==> config.mk <==
export PLATFORM = sky130hd
export DESIGN_NAME = memory_xor_pattern_bist
export DESIGN_NICKNAME = d
export VERILOG_FILES = /design/src/sv/mxb_pkg.sv /design/src/sv/mxb_cfg.sv /design/src/sv/mxb_step.sv /design/src/sv/memory_xor_pattern_bist.sv
export SDC_FILE = /design/constraint.sdc
export NUM_CORES = 1
export LEC_CHECK = 0
export ABC_CLOCK_PERIOD_IN_PS = 9600
export BUFFER_PORTS_ARGS = -buffer_cell sky130_fd_sc_hd__clkbuf_2
export CAP_MARGIN = 20
export CORE_MARGIN = 2
export CORE_UTILIZATION = 59
export DETAILED_ROUTE_END_ITERATION = 16
export GPL_TIMING_DRIVEN = 0
export HOLD_SLACK_MARGIN = 0.02
export PLACE_DENSITY = 0.81
export SLEW_MARGIN = 20
export SYNTH_ARGS = -nofsm -noshare
export SYNTH_HDL_FRONTEND = slang
export SYNTH_SLANG_ARGS = --single-unit
==> constraint.sdc <==
create_clock -name i_clk -period 9.6 [get_ports i_clk]
set_input_delay 1.92 -clock i_clk [delete_from_list [all_inputs] [get_ports i_clk]]
set_output_delay 1.92 -clock i_clk [all_outputs]
set_load 0.01 [all_outputs]
==> src/sv/mxb_pkg.sv <==
// ----------------------------------------------------------------------------
// mxb_pkg
// Shared types, codes and constants of the address-xor pattern memory
// self-test sequencer.
// ----------------------------------------------------------------------------
`default_nettype none

package mxb_pkg;

    // default bytes per memory word
    localparam int DEF_WORD_BYTES = 8;
    // address space width, addresses wrap at this size
    localparam int ADDR_BITS = 48;

    // field widths
    localparam int FIELD_ADDR_W = 48;
    localparam int DATA_W       = 64;
    localparam int LEN_W        = 32;
    localparam int CFG_IDX_W    = 2;

    // address wrap mask
    localparam logic [FIELD_ADDR_W-1:0] ADDR_MASK = (ADDR_BITS >= FIELD_ADDR_W) ?
        {FIELD_ADDR_W{1'b1}} : FIELD_ADDR_W'((64'd1 << ADDR_BITS) - 64'd1);

    // test patterns
    localparam logic [DATA_W-1:0] PAT_FIRST  = 64'hA55AA55AA55AA55A;
    localparam logic [DATA_W-1:0] PAT_SECOND = 64'h5AA55AA55AA55AA5;
    localparam logic [DATA_W-1:0] BYTE_MASK  = 64'h00000000000000FF;

    // sequencer phases
    localparam logic [2:0] PH_IDLE   = 3'd0;
    localparam logic [2:0] PH_WWRITE = 3'd1;
    localparam logic [2:0] PH_WREAD  = 3'd2;
    localparam logic [2:0] PH_BWRITE = 3'd3;
    localparam logic [2:0] PH_BREAD  = 3'd4;

    // memory operations
    localparam logic [2:0] OP_NONE   = 3'd0;
    localparam logic [2:0] OP_WWORD  = 3'd1;
    localparam logic [2:0] OP_RWORD  = 3'd2;
    localparam logic [2:0] OP_WBYTE  = 3'd3;
    localparam logic [2:0] OP_RBYTE  = 3'd4;

    // status codes
    localparam logic [1:0] ST_RUN     = 2'd0;
    localparam logic [1:0] ST_PASS    = 2'd1;
    localparam logic [1:0] ST_FAIL    = 2'd2;
    localparam logic [1:0] ST_INVALID = 2'd3;

    // commands
    localparam logic CMD_START   = 1'b0;
    localparam logic CMD_ADVANCE = 1'b1;

    // register indexes
    localparam logic [CFG_IDX_W-1:0] CFG_BASE   = 2'd0;
    localparam logic [CFG_IDX_W-1:0] CFG_LENGTH = 2'd1;

    // input word
    typedef struct packed {
        logic              cmd;
        logic [DATA_W-1:0] read_data;
    } t_in_word;

    // result word
    typedef struct packed {
        logic [2:0]              mem_op;
        logic [FIELD_ADDR_W-1:0] mem_addr;
        logic [DATA_W-1:0]       write_data;
        logic [1:0]              status;
        logic [FIELD_ADDR_W-1:0] fail_address;
        logic                    done_res;
    } t_out_word;

    // region settings and derived counts
    typedef struct packed {
        logic [FIELD_ADDR_W-1:0] base;
        logic [LEN_W-1:0]        length;
        logic [LEN_W-1:0]        word_cnt;
        logic [LEN_W-1:0]        tail_start;
        logic                    has_word;
        logic                    has_tail;
    } t_cfg;

    // sequencer state
    typedef struct packed {
        logic [2:0]              phase;
        logic                    pat_sel;
        logic [LEN_W-1:0]        idx;
        logic [DATA_W-1:0]       pend_exp;
        logic [FIELD_ADDR_W-1:0] pend_addr;
        logic                    pend_rd;
        logic [FIELD_ADDR_W-1:0] fail_addr;
        logic [1:0]              final_status;
    } t_state;

endpackage

`default_nettype wire

==> src/sv/mxb_cfg.sv <==
// ----------------------------------------------------------------------------
// mxb_cfg
// Region registers with the word count and tail start derived on write.
// ----------------------------------------------------------------------------
`default_nettype none

module mxb_cfg
    import mxb_pkg::*;
#(
    parameter int WORD_BYTES = DEF_WORD_BYTES
) (
    input  wire logic                    i_clk,
    input  wire logic                    i_rst_n,
    input  wire logic                    i_cfg_valid,
    input  wire logic [CFG_IDX_W-1:0]    i_cfg_index,
    input  wire logic [FIELD_ADDR_W-1:0] i_cfg_data,
    output t_cfg                         o_cfg
);

    // reciprocal of the word size, exact for every 32-bit length
    localparam int RCP_SHIFT = LEN_W + 3;
    localparam logic [RCP_SHIFT-1:0] RCP_MUL =
        RCP_SHIFT'((64'd1 << RCP_SHIFT) / WORD_BYTES + 64'd1);
    localparam int PROD_W = LEN_W + RCP_SHIFT;

    logic [FIELD_ADDR_W-1:0] r_base;
    logic [LEN_W-1:0]        r_length;
    logic [LEN_W-1:0]        r_word_cnt;
    logic [LEN_W-1:0]        r_tail0;
    logic [LEN_W-1:0]        wr_len;
    logic [PROD_W-1:0]       rcp_prod;

    // length divided by the word size
    assign wr_len   = i_cfg_data[LEN_W-1:0];
    assign rcp_prod = PROD_W'(wr_len) * PROD_W'(RCP_MUL);

    // register writes
    always_ff @(posedge i_clk) begin
        if (!i_rst_n) begin
            r_base     <= '0;
            r_length   <= '0;
            r_word_cnt <= '0;
        end else if (i_cfg_valid) begin
            case (i_cfg_index)
                CFG_BASE: begin
                    r_base <= i_cfg_data;
                end
                CFG_LENGTH: begin
                    r_length   <= wr_len;
                    r_word_cnt <= rcp_prod[PROD_W-1:RCP_SHIFT];
                end
                default: begin
                end
            endcase
        end
    end

    // first tail byte offset, registered from the word count
    always_ff @(posedge i_clk) begin
        if (!i_rst_n) begin
            r_tail0 <= '0;
        end else begin
            r_tail0 <= LEN_W'(r_word_cnt * LEN_W'(WORD_BYTES));
        end
    end

    // with no whole word the tail starts at zero and is the whole region
    always_comb begin
        o_cfg.base       = r_base;
        o_cfg.length     = r_length;
        o_cfg.word_cnt   = r_word_cnt;
        o_cfg.has_word   = (r_word_cnt != '0);
        o_cfg.tail_start = (r_word_cnt == '0) ? '0 : r_tail0;
        o_cfg.has_tail   = (r_word_cnt == '0) ? (r_length != '0) : (r_tail0 != r_length);
    end

endmodule

`default_nettype wire

==> src/sv/mxb_step.sv <==
// ----------------------------------------------------------------------------
// mxb_step
// One sequencer step: read compare, phase advance and next memory operation.
// ----------------------------------------------------------------------------
`default_nettype none

module mxb_step
    import mxb_pkg::*;
#(
    parameter int WORD_BYTES = DEF_WORD_BYTES
) (
    input  t_cfg      i_cfg,
    input  t_state    i_state,
    input  t_in_word  i_word,
    output t_state    o_state,
    output t_out_word o_word
);

    localparam logic [DATA_W-1:0] WORD_MASK = (WORD_BYTES >= 8) ? {DATA_W{1'b1}} :
        DATA_W'((64'd1 << (WORD_BYTES * 8)) - 64'd1);
    localparam int OFF_W = LEN_W + 4;

    logic              is_start;
    logic [2:0]        iss_p;
    logic [LEN_W-1:0]  iss_idx;
    logic              iss_sel;
    logic              cur_word;
    logic [LEN_W-1:0]  cur_lim;
    logic              found;
    logic [2:0]        q_phase;
    logic [LEN_W-1:0]  q_idx;
    logic              q_sel;
    logic [DATA_W-1:0] pat;
    logic [DATA_W-1:0] xor_val;
    logic [OFF_W-1:0]  offset;
    logic [FIELD_ADDR_W-1:0] q_addr;
    logic [DATA_W-1:0] rd_mask;
    logic              mismatch;

    // where the search for the next operation begins
    assign is_start = (i_word.cmd == CMD_START);
    assign iss_p    = is_start ? PH_WWRITE : i_state.phase;
    assign iss_idx  = is_start ? '0 : i_state.idx;
    assign iss_sel  = is_start ? 1'b0 : i_state.pat_sel;

    // next non-empty phase, wrapping into the second pattern once
    always_comb begin
        cur_word = (iss_p == PH_WWRITE) || (iss_p == PH_WREAD);
        cur_lim  = cur_word ? i_cfg.word_cnt : i_cfg.length;
        found    = 1'b1;
        q_phase  = iss_p;
        q_idx    = iss_idx;
        q_sel    = iss_sel;
        if (iss_idx >= cur_lim) begin
            case (iss_p)
                PH_WWRITE: begin
                    if (i_cfg.has_word) begin
                        q_phase = PH_WREAD;
                        q_idx   = '0;
                    end else if (i_cfg.has_tail) begin
                        q_phase = PH_BWRITE;
                        q_idx   = i_cfg.tail_start;
                    end else begin
                        found = 1'b0;
                    end
                end
                PH_WREAD: begin
                    q_phase = PH_BWRITE;
                    q_idx   = i_cfg.tail_start;
                    found   = i_cfg.has_tail;
                end
                PH_BWRITE: begin
                    q_phase = PH_BREAD;
                    q_idx   = i_cfg.tail_start;
                    found   = i_cfg.has_tail;
                end
                default: begin
                    found = 1'b0;
                end
            endcase
            if (!found && !iss_sel) begin
                found = 1'b1;
                q_sel = 1'b1;
                if (i_cfg.has_word) begin
                    q_phase = PH_WWRITE;
                    q_idx   = '0;
                end else begin
                    q_phase = PH_BWRITE;
                    q_idx   = i_cfg.tail_start;
                end
            end
        end
    end

    // address and data of the chosen operation
    assign pat     = (q_sel ? PAT_SECOND : PAT_FIRST) & WORD_MASK;
    assign xor_val = pat ^ DATA_W'(q_idx);
    assign offset  = ((q_phase == PH_WWRITE) || (q_phase == PH_WREAD)) ?
                     OFF_W'(q_idx) * OFF_W'(WORD_BYTES) : OFF_W'(q_idx);
    assign q_addr  = (i_cfg.base + FIELD_ADDR_W'(offset)) & ADDR_MASK;

    // compare of the outstanding read
    assign rd_mask  = (i_state.phase == PH_BREAD) ? BYTE_MASK : WORD_MASK;
    assign mismatch = i_state.pend_rd && ((i_word.read_data & rd_mask) != i_state.pend_exp);

    // next state and result word
    always_comb begin
        o_state = i_state;
        o_word  = '0;
        if (is_start && ((i_cfg.base == '0) || (i_cfg.length == '0))) begin
            o_state.pend_rd      = 1'b0;
            o_state.pat_sel      = 1'b0;
            o_state.idx          = '0;
            o_state.fail_addr    = '0;
            o_state.phase        = PH_IDLE;
            o_state.final_status = ST_INVALID;
            o_word.status        = ST_INVALID;
            o_word.done_res      = 1'b1;
        end else if (!is_start && (i_state.phase == PH_IDLE)) begin
            o_word.status       = i_state.final_status;
            o_word.fail_address = i_state.fail_addr;
        end else if (!is_start && mismatch) begin
            o_state.pend_rd      = 1'b0;
            o_state.phase        = PH_IDLE;
            o_state.final_status = ST_FAIL;
            o_state.fail_addr    = i_state.pend_addr;
            o_word.status        = ST_FAIL;
            o_word.fail_address  = i_state.pend_addr;
            o_word.done_res      = 1'b1;
        end else begin
            o_state.pend_rd = 1'b0;
            if (is_start) begin
                o_state.fail_addr    = '0;
                o_state.final_status = ST_RUN;
            end
            if (!found) begin
                // both passes finished
                o_state.phase        = PH_IDLE;
                o_state.pat_sel      = q_sel;
                o_state.idx          = q_idx;
                o_state.final_status = ST_PASS;
                o_state.fail_addr    = '0;
                o_word.status        = ST_PASS;
                o_word.done_res      = 1'b1;
            end else begin
                o_state.phase   = q_phase;
                o_state.pat_sel = q_sel;
                o_state.idx     = q_idx + LEN_W'(1);
                o_word.mem_addr = q_addr;
                case (q_phase)
                    PH_WWRITE: begin
                        o_word.mem_op     = OP_WWORD;
                        o_word.write_data = xor_val & WORD_MASK;
                    end
                    PH_WREAD: begin
                        o_word.mem_op     = OP_RWORD;
                        o_state.pend_exp  = xor_val & WORD_MASK;
                        o_state.pend_addr = q_addr;
                        o_state.pend_rd   = 1'b1;
                    end
                    PH_BWRITE: begin
                        o_word.mem_op     = OP_WBYTE;
                        o_word.write_data = xor_val & BYTE_MASK;
                    end
                    default: begin
                        o_word.mem_op     = OP_RBYTE;
                        o_state.pend_exp  = xor_val & BYTE_MASK;
                        o_state.pend_addr = q_addr;
                        o_state.pend_rd   = 1'b1;
                    end
                endcase
            end
        end
    end

endmodule

`default_nettype wire

==> src/sv/memory_xor_pattern_bist.sv <==
// ----------------------------------------------------------------------------
// memory_xor_pattern_bist
// Address-xor pattern memory self-test sequencer, one step per word.
// ----------------------------------------------------------------------------
// Usage:
//   The region is set through the register port (index 0 base address,
//   index 1 length in bytes); the port is always ready.
//   An input word with cmd 0 starts a test and yields the first memory
//   operation. Each input word with cmd 1 carries the read data for the
//   previous read operation and yields the next operation. The final
//   result of a run has done_res set with the pass, fail or invalid status.
//   Each input word is held in the input register, and its result word
//   is then held in the result register.
//   Throughput: one input word per cycle while the receiver does not stall,
//   as the step runs combinationally from the input register through the
//   compare and address adder into the result register.
//   Reset clears the region registers, the sequencer state and both
//   register stages; the block is idle with status zero.
//   When the receiver stalls, the result word holds and the input side
//   stalls once the input register is also full.
// ----------------------------------------------------------------------------
`default_nettype none

module memory_xor_pattern_bist
    import mxb_pkg::*;
#(
    parameter int WORD_BYTES = DEF_WORD_BYTES
) (
    input  wire logic                    i_clk,
    input  wire logic                    i_rst_n,
    input  wire logic                    i_in_valid,
    output logic                         o_in_stall,
    input  t_in_word                     i_in_data,
    output logic                         o_out_valid,
    input  wire logic                    i_out_stall,
    output t_out_word                    o_out_data,
    input  wire logic                    i_cfg_valid,
    output logic                         o_cfg_ready,
    input  wire logic [CFG_IDX_W-1:0]    i_cfg_index,
    input  wire logic [FIELD_ADDR_W-1:0] i_cfg_data
);

    t_cfg      cfg;
    t_state    r_state;
    t_state    n_state;
    t_in_word  r_in;
    logic      r_in_valid;
    t_out_word r_out;
    t_out_word n_out;
    logic      r_out_valid;
    logic      step_en;

    // region registers
    assign o_cfg_ready = 1'b1;

    mxb_cfg #(
        .WORD_BYTES(WORD_BYTES)
    ) u_cfg (
        .i_clk      (i_clk),
        .i_rst_n    (i_rst_n),
        .i_cfg_valid(i_cfg_valid & o_cfg_ready),
        .i_cfg_index(i_cfg_index),
        .i_cfg_data (i_cfg_data),
        .o_cfg      (cfg)
    );

    // step logic
    mxb_step #(
        .WORD_BYTES(WORD_BYTES)
    ) u_step (
        .i_cfg  (cfg),
        .i_state(r_state),
        .i_word (r_in),
        .o_state(n_state),
        .o_word (n_out)
    );

    // handshake: a step runs when the result register is free or draining
    assign step_en    = r_in_valid && (!r_out_valid || !i_out_stall);
    assign o_in_stall = r_in_valid && !step_en;

    // input register
    always_ff @(posedge i_clk) begin
        if (!i_rst_n) begin
            r_in_valid <= 1'b0;
        end else if (!o_in_stall) begin
            r_in_valid <= i_in_valid;
        end
    end

    always_ff @(posedge i_clk) begin
        if (!o_in_stall && i_in_valid) begin
            r_in <= i_in_data;
        end
    end

    // sequencer state
    always_ff @(posedge i_clk) begin
        if (!i_rst_n) begin
            r_state <= '0;
        end else if (step_en) begin
            r_state <= n_state;
        end
    end

    // result register
    always_ff @(posedge i_clk) begin
        if (!i_rst_n) begin
            r_out_valid <= 1'b0;
        end else if (step_en) begin
            r_out_valid <= 1'b1;
        end else if (!i_out_stall) begin
            r_out_valid <= 1'b0;
        end
    end

    always_ff @(posedge i_clk) begin
        if (step_en) begin
            r_out <= n_out;
        end
    end

    assign o_out_valid = r_out_valid;
    assign o_out_data  = r_out;

endmodule

`default_nettype wire

==> results of run 1 <==
==> worst min-delay path: cells and delay by family (launching register included) <==
| kind | cells | cell delay (ps) |
|---|---|---|
| flops | 1 | 310 |
| compound gates | 1 | 60 |
| simple gates | 1 | 50 |
==> per-layer routing <==
layer,global-route usage,vias up,share of wire
met1,0.504,10300,0.42
met3,0.0557,158,0.093
met5,0,-,0
met4,0.142,0,0.039
met2,0.557,1124,0.45
li1,-,9817,-
==> timing repair <==
| action | 4_1_cts | 5_1_grt |
|---|---|---|
| endpoints found under the setup margin | 69 | 51 |
| pin swaps | 0 | 2 |
| resized for setup | 14 | 15 |
| setup buffers | 0 | 4 |
| cloned | 0 | 0 |
==> kinds of logic after synthesis <==
family	share of synthesized area
buffers and inverters	0.0382
other	0.000155
adders and majority gates	0.0359
xor gates and xnor gates	0.0484
AOI/OAI and AO/OA	0.160
and+or+nand+nor	0.217
DFF	0.480
muxes	0.0199
==> path summary, 6_finish.rpt <==
check	endpoint	depth (start not counted)	slack, ps
setup / recovery	o_out_data[153]	33	470
hold / removal	r_state[61]	2	470
setup reg to reg	o_out_data[153]	33	470
hold reg to reg	r_state[61]	2	470
==> sequential cells by signal (all words and copies together), names as in the netlist <==
signal	count
u_cfg.r_length	31
u_cfg.r_word_cnt	1
u_cfg.r_base	48
u_cfg.r_tail0	29
r_in	65
o_out_data	136
r_in_valid	1
o_out_valid	1
r_state	169
==> cell type report <==
cell class / count / area [um^2] / area share
clock inverter: 34 / 288 / 0.0102
tap: 532 / 666 / 0.0236
clock buffer: 58 / 1330 / 0.0473
timing repair buffer: 294 / 1550 / 0.0550
sequential: 481 / 11600 / 0.413
multi-input combinational: 1887 / 11800 / 0.418
inverter: 22 / 87.6 / 0.00311
buffer: 183 / 856 / 0.0303
==> cell usage in the layout, fill, tap and decap left out, types with 68 or more instances in the layout <==
cell	Yosys	final
sky130_fd_sc_hd__clkbuf_2	0	290
sky130_fd_sc_hd__nand2_1	522	522
sky130_fd_sc_hd__ha_1	68	68
sky130_fd_sc_hd__clkbuf_1	116	116
sky130_fd_sc_hd__and2_1	147	147
sky130_fd_sc_hd__xnor2_1	75	75
sky130_fd_sc_hd__dfxtp_1	280	280
sky130_fd_sc_hd__nor2_1	130	130
sky130_fd_sc_hd__a21oi_1	78	76
sky130_fd_sc_hd__o21ai_0	121	120
sky130_fd_sc_hd__edfxtp_1	201	201
sky130_fd_sc_hd__a21boi_0	128	128
==> through the flow <==
stage | std cells | hold slack, ps | total power [mW] | setup slack (ps) | util
after detailed placement | 3395 | 458 | 3.10 | -1590 | 0.649
final | 3491 | 468 | 5.03 | 474 | 0.692
after global routing | 3491 | 484 | 5.17 | -9.12 | 0.692
after CTS | 3487 | 468 | 5.00 | 127 | 0.690
after global placement | 3391 | 455 | 3.08 | -1420 | 0.647
after floorplan | 2573 | 425 | 2.79 | 1110 | -
==> report_power, final <==
group / internal, mW / total [mW] / switching [mW]
sequential: 2.22 / 2.27 / 0.0530
combinational: 0.270 / 0.831 / 0.561
clock: 1.08 / 1.93 / 0.846
total: 3.57 / 5.03 / 1.46
==> impl_metrics.env, run 1 <==
export IMPL_status="complete, no violations"
export IMPL_grt_start_max_net_pins=90
export IMPL_timing_critical_path_to_type="register"
export IMPL_grt_pass1_wl_um=116000
export IMPL_final_max_slew_viol_count=0
export IMPL_worst_path_max_fanout=10
export IMPL_placed_cell_area_um2=26400
export IMPL_post_drt_via_cell_ratio=6.12
export IMPL_die_width_um=207
export IMPL_dr_first_iter_drc_count=2372
export IMPL_tritoncts_clock_tree="built"
export IMPL_fp_dieH_um=207
export IMPL_postSynth_asyncResetShare=0
export IMPL_synthesis_area_um2=24200
export IMPL_worst_endpoint_required_ps=9930
export IMPL_dr_total_vias=21400
export IMPL_postRouteWirelength_um=78400
export IMPL_timing_worst_setup_path_type="register to register"
export IMPL_clockRootBuffer="sky130_fd_sc_hd__clkbuf_16"
export IMPL_fin_worst_skew_ps=28.0
export IMPL_critPathMostFrequentCell="sky130_fd_sc_hd__buf_2"
export IMPL_critPathLaunch="r_state[196]"
export IMPL_synth_most_common_cell="sky130_fd_sc_hd__nand2_1"
export IMPL_worst_setup_hold_path_clk_slew_ps=70
export IMPL_number_of_antenna_violations_at_the_first_check_in_global_routing=0
export IMPL_ys_dominant_reg_cell="sky130_fd_sc_hd__dfxtp_1"
export IMPL_cp_data_arrival_time_ps=9460
export IMPL_crit_buf_inv=6
export IMPL_timing_fmax_ghz=0.110
export IMPL_die_area_um2=42700
export IMPL_cp_start_kind="register"
export IMPL_dp_hpwl_um=60400
export IMPL_tns_ps=0
export IMPL_cp_slowest_stage_delay_ps=500
export IMPL_floorplan_rows=74
export IMPL_worstSkewPairLatency_ps=610
export IMPL_number_of_enable_type_register_cells_in_the_synthesized_netlist=201
export IMPL_worst_slew_pin_slew_ps=1050
export IMPL_ctsLongestPathBuffers=3
export IMPL_vdd_drop_max_v=0.000146
export IMPL_final_nets=3107
export IMPL_hp_start="r_state[61]"
export IMPL_placement_io_buffers=286
export IMPL_top_cell_types_by_occurrence_after_synthesis="522 x sky130_fd_sc_hd__nand2_1, 280 x sky130_fd_sc_hd__dfxtp_1, 201 x sky130_fd_sc_hd__edfxtp_1"
export IMPL_overflow=0
export IMPL_post_route_cells_drive_above_1_share=0.168
export IMPL_drt_pass1_iterations=6
export IMPL_nFillCells=3168
export IMPL_routabilityCongestion=0.957
export IMPL_ys_seq_area_frac=0.480
export IMPL_slew_headroom=0.296
export IMPL_post_cts_hold_buffer_count=0
export IMPL_avgRoutedWirePerCell_um=22.4
export IMPL_library_cell_occupying_the_most_area_in_the_post_synthesis_netlist="sky130_fd_sc_hd__edfxtp_1"
export IMPL_ios=289
export IMPL_track_usage=0.359
export IMPL_antenna_cells_inserted=0
export IMPL_initial_utilization=0.595
export IMPL_cellLeakagePower_nw=11.7
export IMPL_setup_violations_final=0
export IMPL_cts_htree_levels=2
export IMPL_fin_area_um2=28200
export IMPL_route_detailed_drc=0
export IMPL_synth_seq_cells=481
export IMPL_numCtsBuffers=49
export IMPL_syn_nets=2762
export IMPL_synth_top_cells_by_area="sky130_fd_sc_hd__edfxtp_1 25%, sky130_fd_sc_hd__dfxtp_1 23%, sky130_fd_sc_hd__nand2_1 8.1%"
export IMPL_maxcap_viol_count=0
export IMPL_pwr_density_nw_per_um2=178
export IMPL_total_clock_sinks=481
export IMPL_post_synth_inst_count=2573
export IMPL_finalCritPeriodShare=0.951
export IMPL_timing_hold_violations_final=0
export IMPL_yosysUniqueCellTypes=91
export IMPL_cpLargestDelayFamily="compound AO/OA/AOI/OAI gates"
export IMPL_hold_path_class="register to register"
export IMPL_areaGrowthSynthToFinish_pct=16.3
export IMPL_avg_cell_area_syn_um2=9.42
export IMPL_min_period_ps=9130
export IMPL_core_area_um2=40700
export IMPL_r2r_start="r_state[196]"
export IMPL_synth_yosys_warnings=0
export IMPL_critPathSlowestCell="sky130_fd_sc_hd__a2111oi_2"
export IMPL_first_global_vias=20000
export IMPL_drt_antenna_violating_nets=0
export IMPL_synth_top_area_frac=0.249
Power figures use the tool's default switching activity.
==> inputs of run 2 (changes only) <==
- CORE_UTILIZATION: 59 -> 35
- MAX_ROUTING_LAYER: default -> met4
- PLACE_DENSITY: 0.81 -> default
==> run 2 against run 1 <==
  * Flip-flop and latch count unchanged
  * Worst hold slack got worse by 2.7 ps
  * Core utilization down 27 points
  * Combinational power fell by 3.2%
  * Non-clock buffer count shrank 5
  * Sequential power hardly changed
  * Clock skew rose by 6.0 ps
  * Worst setup slack improved by 4.7 ps
  * Highest routed layer unchanged
==> impl_metrics.env, run 2 (same netlist as run 1, synthesis figures left out) <==
export IMPL_status="complete, no violations"
export IMPL_layout_cells_most_common="sky130_fd_sc_hd__nand2_1"
export IMPL_post_drt_via_cell_ratio=5.20
export IMPL_hold_path_class="register to register"
export IMPL_routabilityCongestion=0.960
export IMPL_post_route_cells_drive_above_1_share=0.164
export IMPL_worst_slew_pin_slew_ps=1140
export IMPL_avgRoutedWirePerCell_um=20.3
export IMPL_setup_violations_final=0
export IMPL_overflow=0
export IMPL_numCtsBuffers=50
export IMPL_slew_headroom=0.233
export IMPL_drt_antenna_violating_nets=0
export IMPL_areaGrowthSynthToFinish_pct=18.5
export IMPL_dp_hpwl_um=62000
export IMPL_tritoncts_clock_tree="built"
export IMPL_cellLeakagePower_nw=11.7
export IMPL_largest_register="r_state"
export IMPL_worst_slack_at_placement_ps=-1570
export IMPL_worst_endpoint_required_ps=9970
export IMPL_placed_cell_area_um2=26900
export IMPL_initial_utilization=0.353
export IMPL_stdcell_count=3897
export IMPL_largest_register_ff_count=169
export IMPL_rsz0062_at_grt="no"
export IMPL_floorplan_rows=96
export IMPL_post_route_worst_setup_slack_ps=478
export IMPL_grt_start_max_net_pins=76
export IMPL_final_util=0.419
export IMPL_dr_first_iter_drc_count=1637
export IMPL_postRouteWirelength_um=79000
export IMPL_timing_critical_path_to_type="register"
export IMPL_final_nets=3103
export IMPL_drt_pass1_iterations=6
export IMPL_ctsLongestPathBuffers=3
export IMPL_cp_slowest_stage_delay_ps=580
export IMPL_cts_htree_levels=2
export IMPL_route_detailed_drc=0
export IMPL_finalHoldWorstSlack_ps=466
export IMPL_cp_start_kind="register"
export IMPL_tns_ps=0
export IMPL_placement_io_buffers=286
export IMPL_number_of_antenna_violations_at_the_first_check_in_global_routing=8
export IMPL_dr_total_vias=20300
export IMPL_fin_area_um2=28700
export IMPL_track_usage=0.221
export IMPL_nFillCells=6787
export IMPL_total_power_mw=5.13
export IMPL_fp_dieH_um=267
export IMPL_critPathSlowestCell="sky130_fd_sc_hd__a2111oi_2"
export IMPL_worstSkewPairLatency_ps=620
export IMPL_clockRootBuffer="sky130_fd_sc_hd__clkbuf_16"
export IMPL_place_inst=3794
export IMPL_timing_hold_violations_final=0
export IMPL_grt_pass1_wl_um=116000
export IMPL_timing_worst_setup_path_type="register to register"
export IMPL_worst_setup_hold_path_clk_slew_ps=60
export IMPL_finalCritPeriodShare=0.950
export IMPL_post_cts_hold_buffer_count=0
export IMPL_die_area_um2=71400
export IMPL_cp_data_arrival_time_ps=9490
export IMPL_fin_worst_skew_ps=33.9
export IMPL_core_area_um2=68600
export IMPL_timing_fmax_ghz=0.110
export IMPL_first_global_vias=18800
export IMPL_die_width_um=267
export IMPL_total_clock_sinks=481
export IMPL_vdd_drop_max_v=0.000118
export IMPL_layout_common_cells="522 x sky130_fd_sc_hd__nand2_1, 290 x sky130_fd_sc_hd__clkbuf_2, 280 x sky130_fd_sc_hd__dfxtp_1"
export IMPL_min_period_ps=9120
export IMPL_final_max_slew_viol_count=0
export IMPL_maxcap_viol_count=0
export IMPL_pwr_density_nw_per_um2=178
export IMPL_worst_path_max_fanout=10
export IMPL_ios=289
## run 2: cell count changes in the layout (fill, tap and decap cells not counted), sizes merged
cell      delta
diode       +10
bufinv       +5
buf          -4
clkbuf       +1
inv          +1
clkinvlp     +1
clkinv       -7
## run 2: worst paths after layout
check / slack, ps / start / to / cells past startpoint
setup / recovery: 480 / r_state[197] / o_out_data[146] / 33
setup reg to reg: 480 / r_state[197] / o_out_data[146] / 33
hold / removal: 470 / r_state[55] / r_state[55] / 2
hold reg to reg: 470 / r_state[55] / r_state[55] / 2
## run 2: worst max-delay path: cells and delay by family (launching register included)
| kind | cells | cell delay (ps) |
|---|---|---|
| AOI/OAI and AO/OA | 15 | 4040 |
| xor gates and xnor gates | 2 | 440 |
| adders and majority gates | 2 | 640 |
| buffers and inverters | 6 | 1800 |
| DFF | 1 | 300 |
| muxes | 1 | 230 |
| and+or+nand+nor | 7 | 1420 |
## run 2: area by class of cell
class / count / area (um^2) / area share
antenna: 10 / 25.0 / 0.000871
timing repair buffer: 290 / 1520 / 0.0529
inverter: 22 / 90.1 / 0.00313
clock buffer: 60 / 1290 / 0.0448
buffer: 182 / 848 / 0.0295
tap: 931 / 1160 / 0.0405
sequential: 481 / 11600 / 0.405
multi-input combinational: 1887 / 11700 / 0.408
clock inverter: 34 / 425 / 0.0148
## run 2: what timing repair did
item | CTS | global route
resized for setup | 10 | 10
setup endpoints to repair | 63 | 51
pin swaps | 0 | 0
setup buffers | 0 | 0
## run 2: layer usage
metal / GRT usage / wire (um) / vias to the layer above / share of wire
li1: - / - / 9810 / -
met1: 0.298 / 35000 / 9716 / 0.44
met2: 0.344 / 36500 / 659 / 0.46
met3: 0.0304 / 5180 / 96 / 0.066
met4: 0.0705 / 2300 / 0 / 0.029
met5: - / 0 / - / 0
## run 2: report_power, final
group / leakage, nW / internal [mW] / switching (mW)
clock: 0.829 / 1.18 / 0.866
combinational: 6.64 / 0.264 / 0.540
sequential: 4.20 / 2.22 / 0.0529
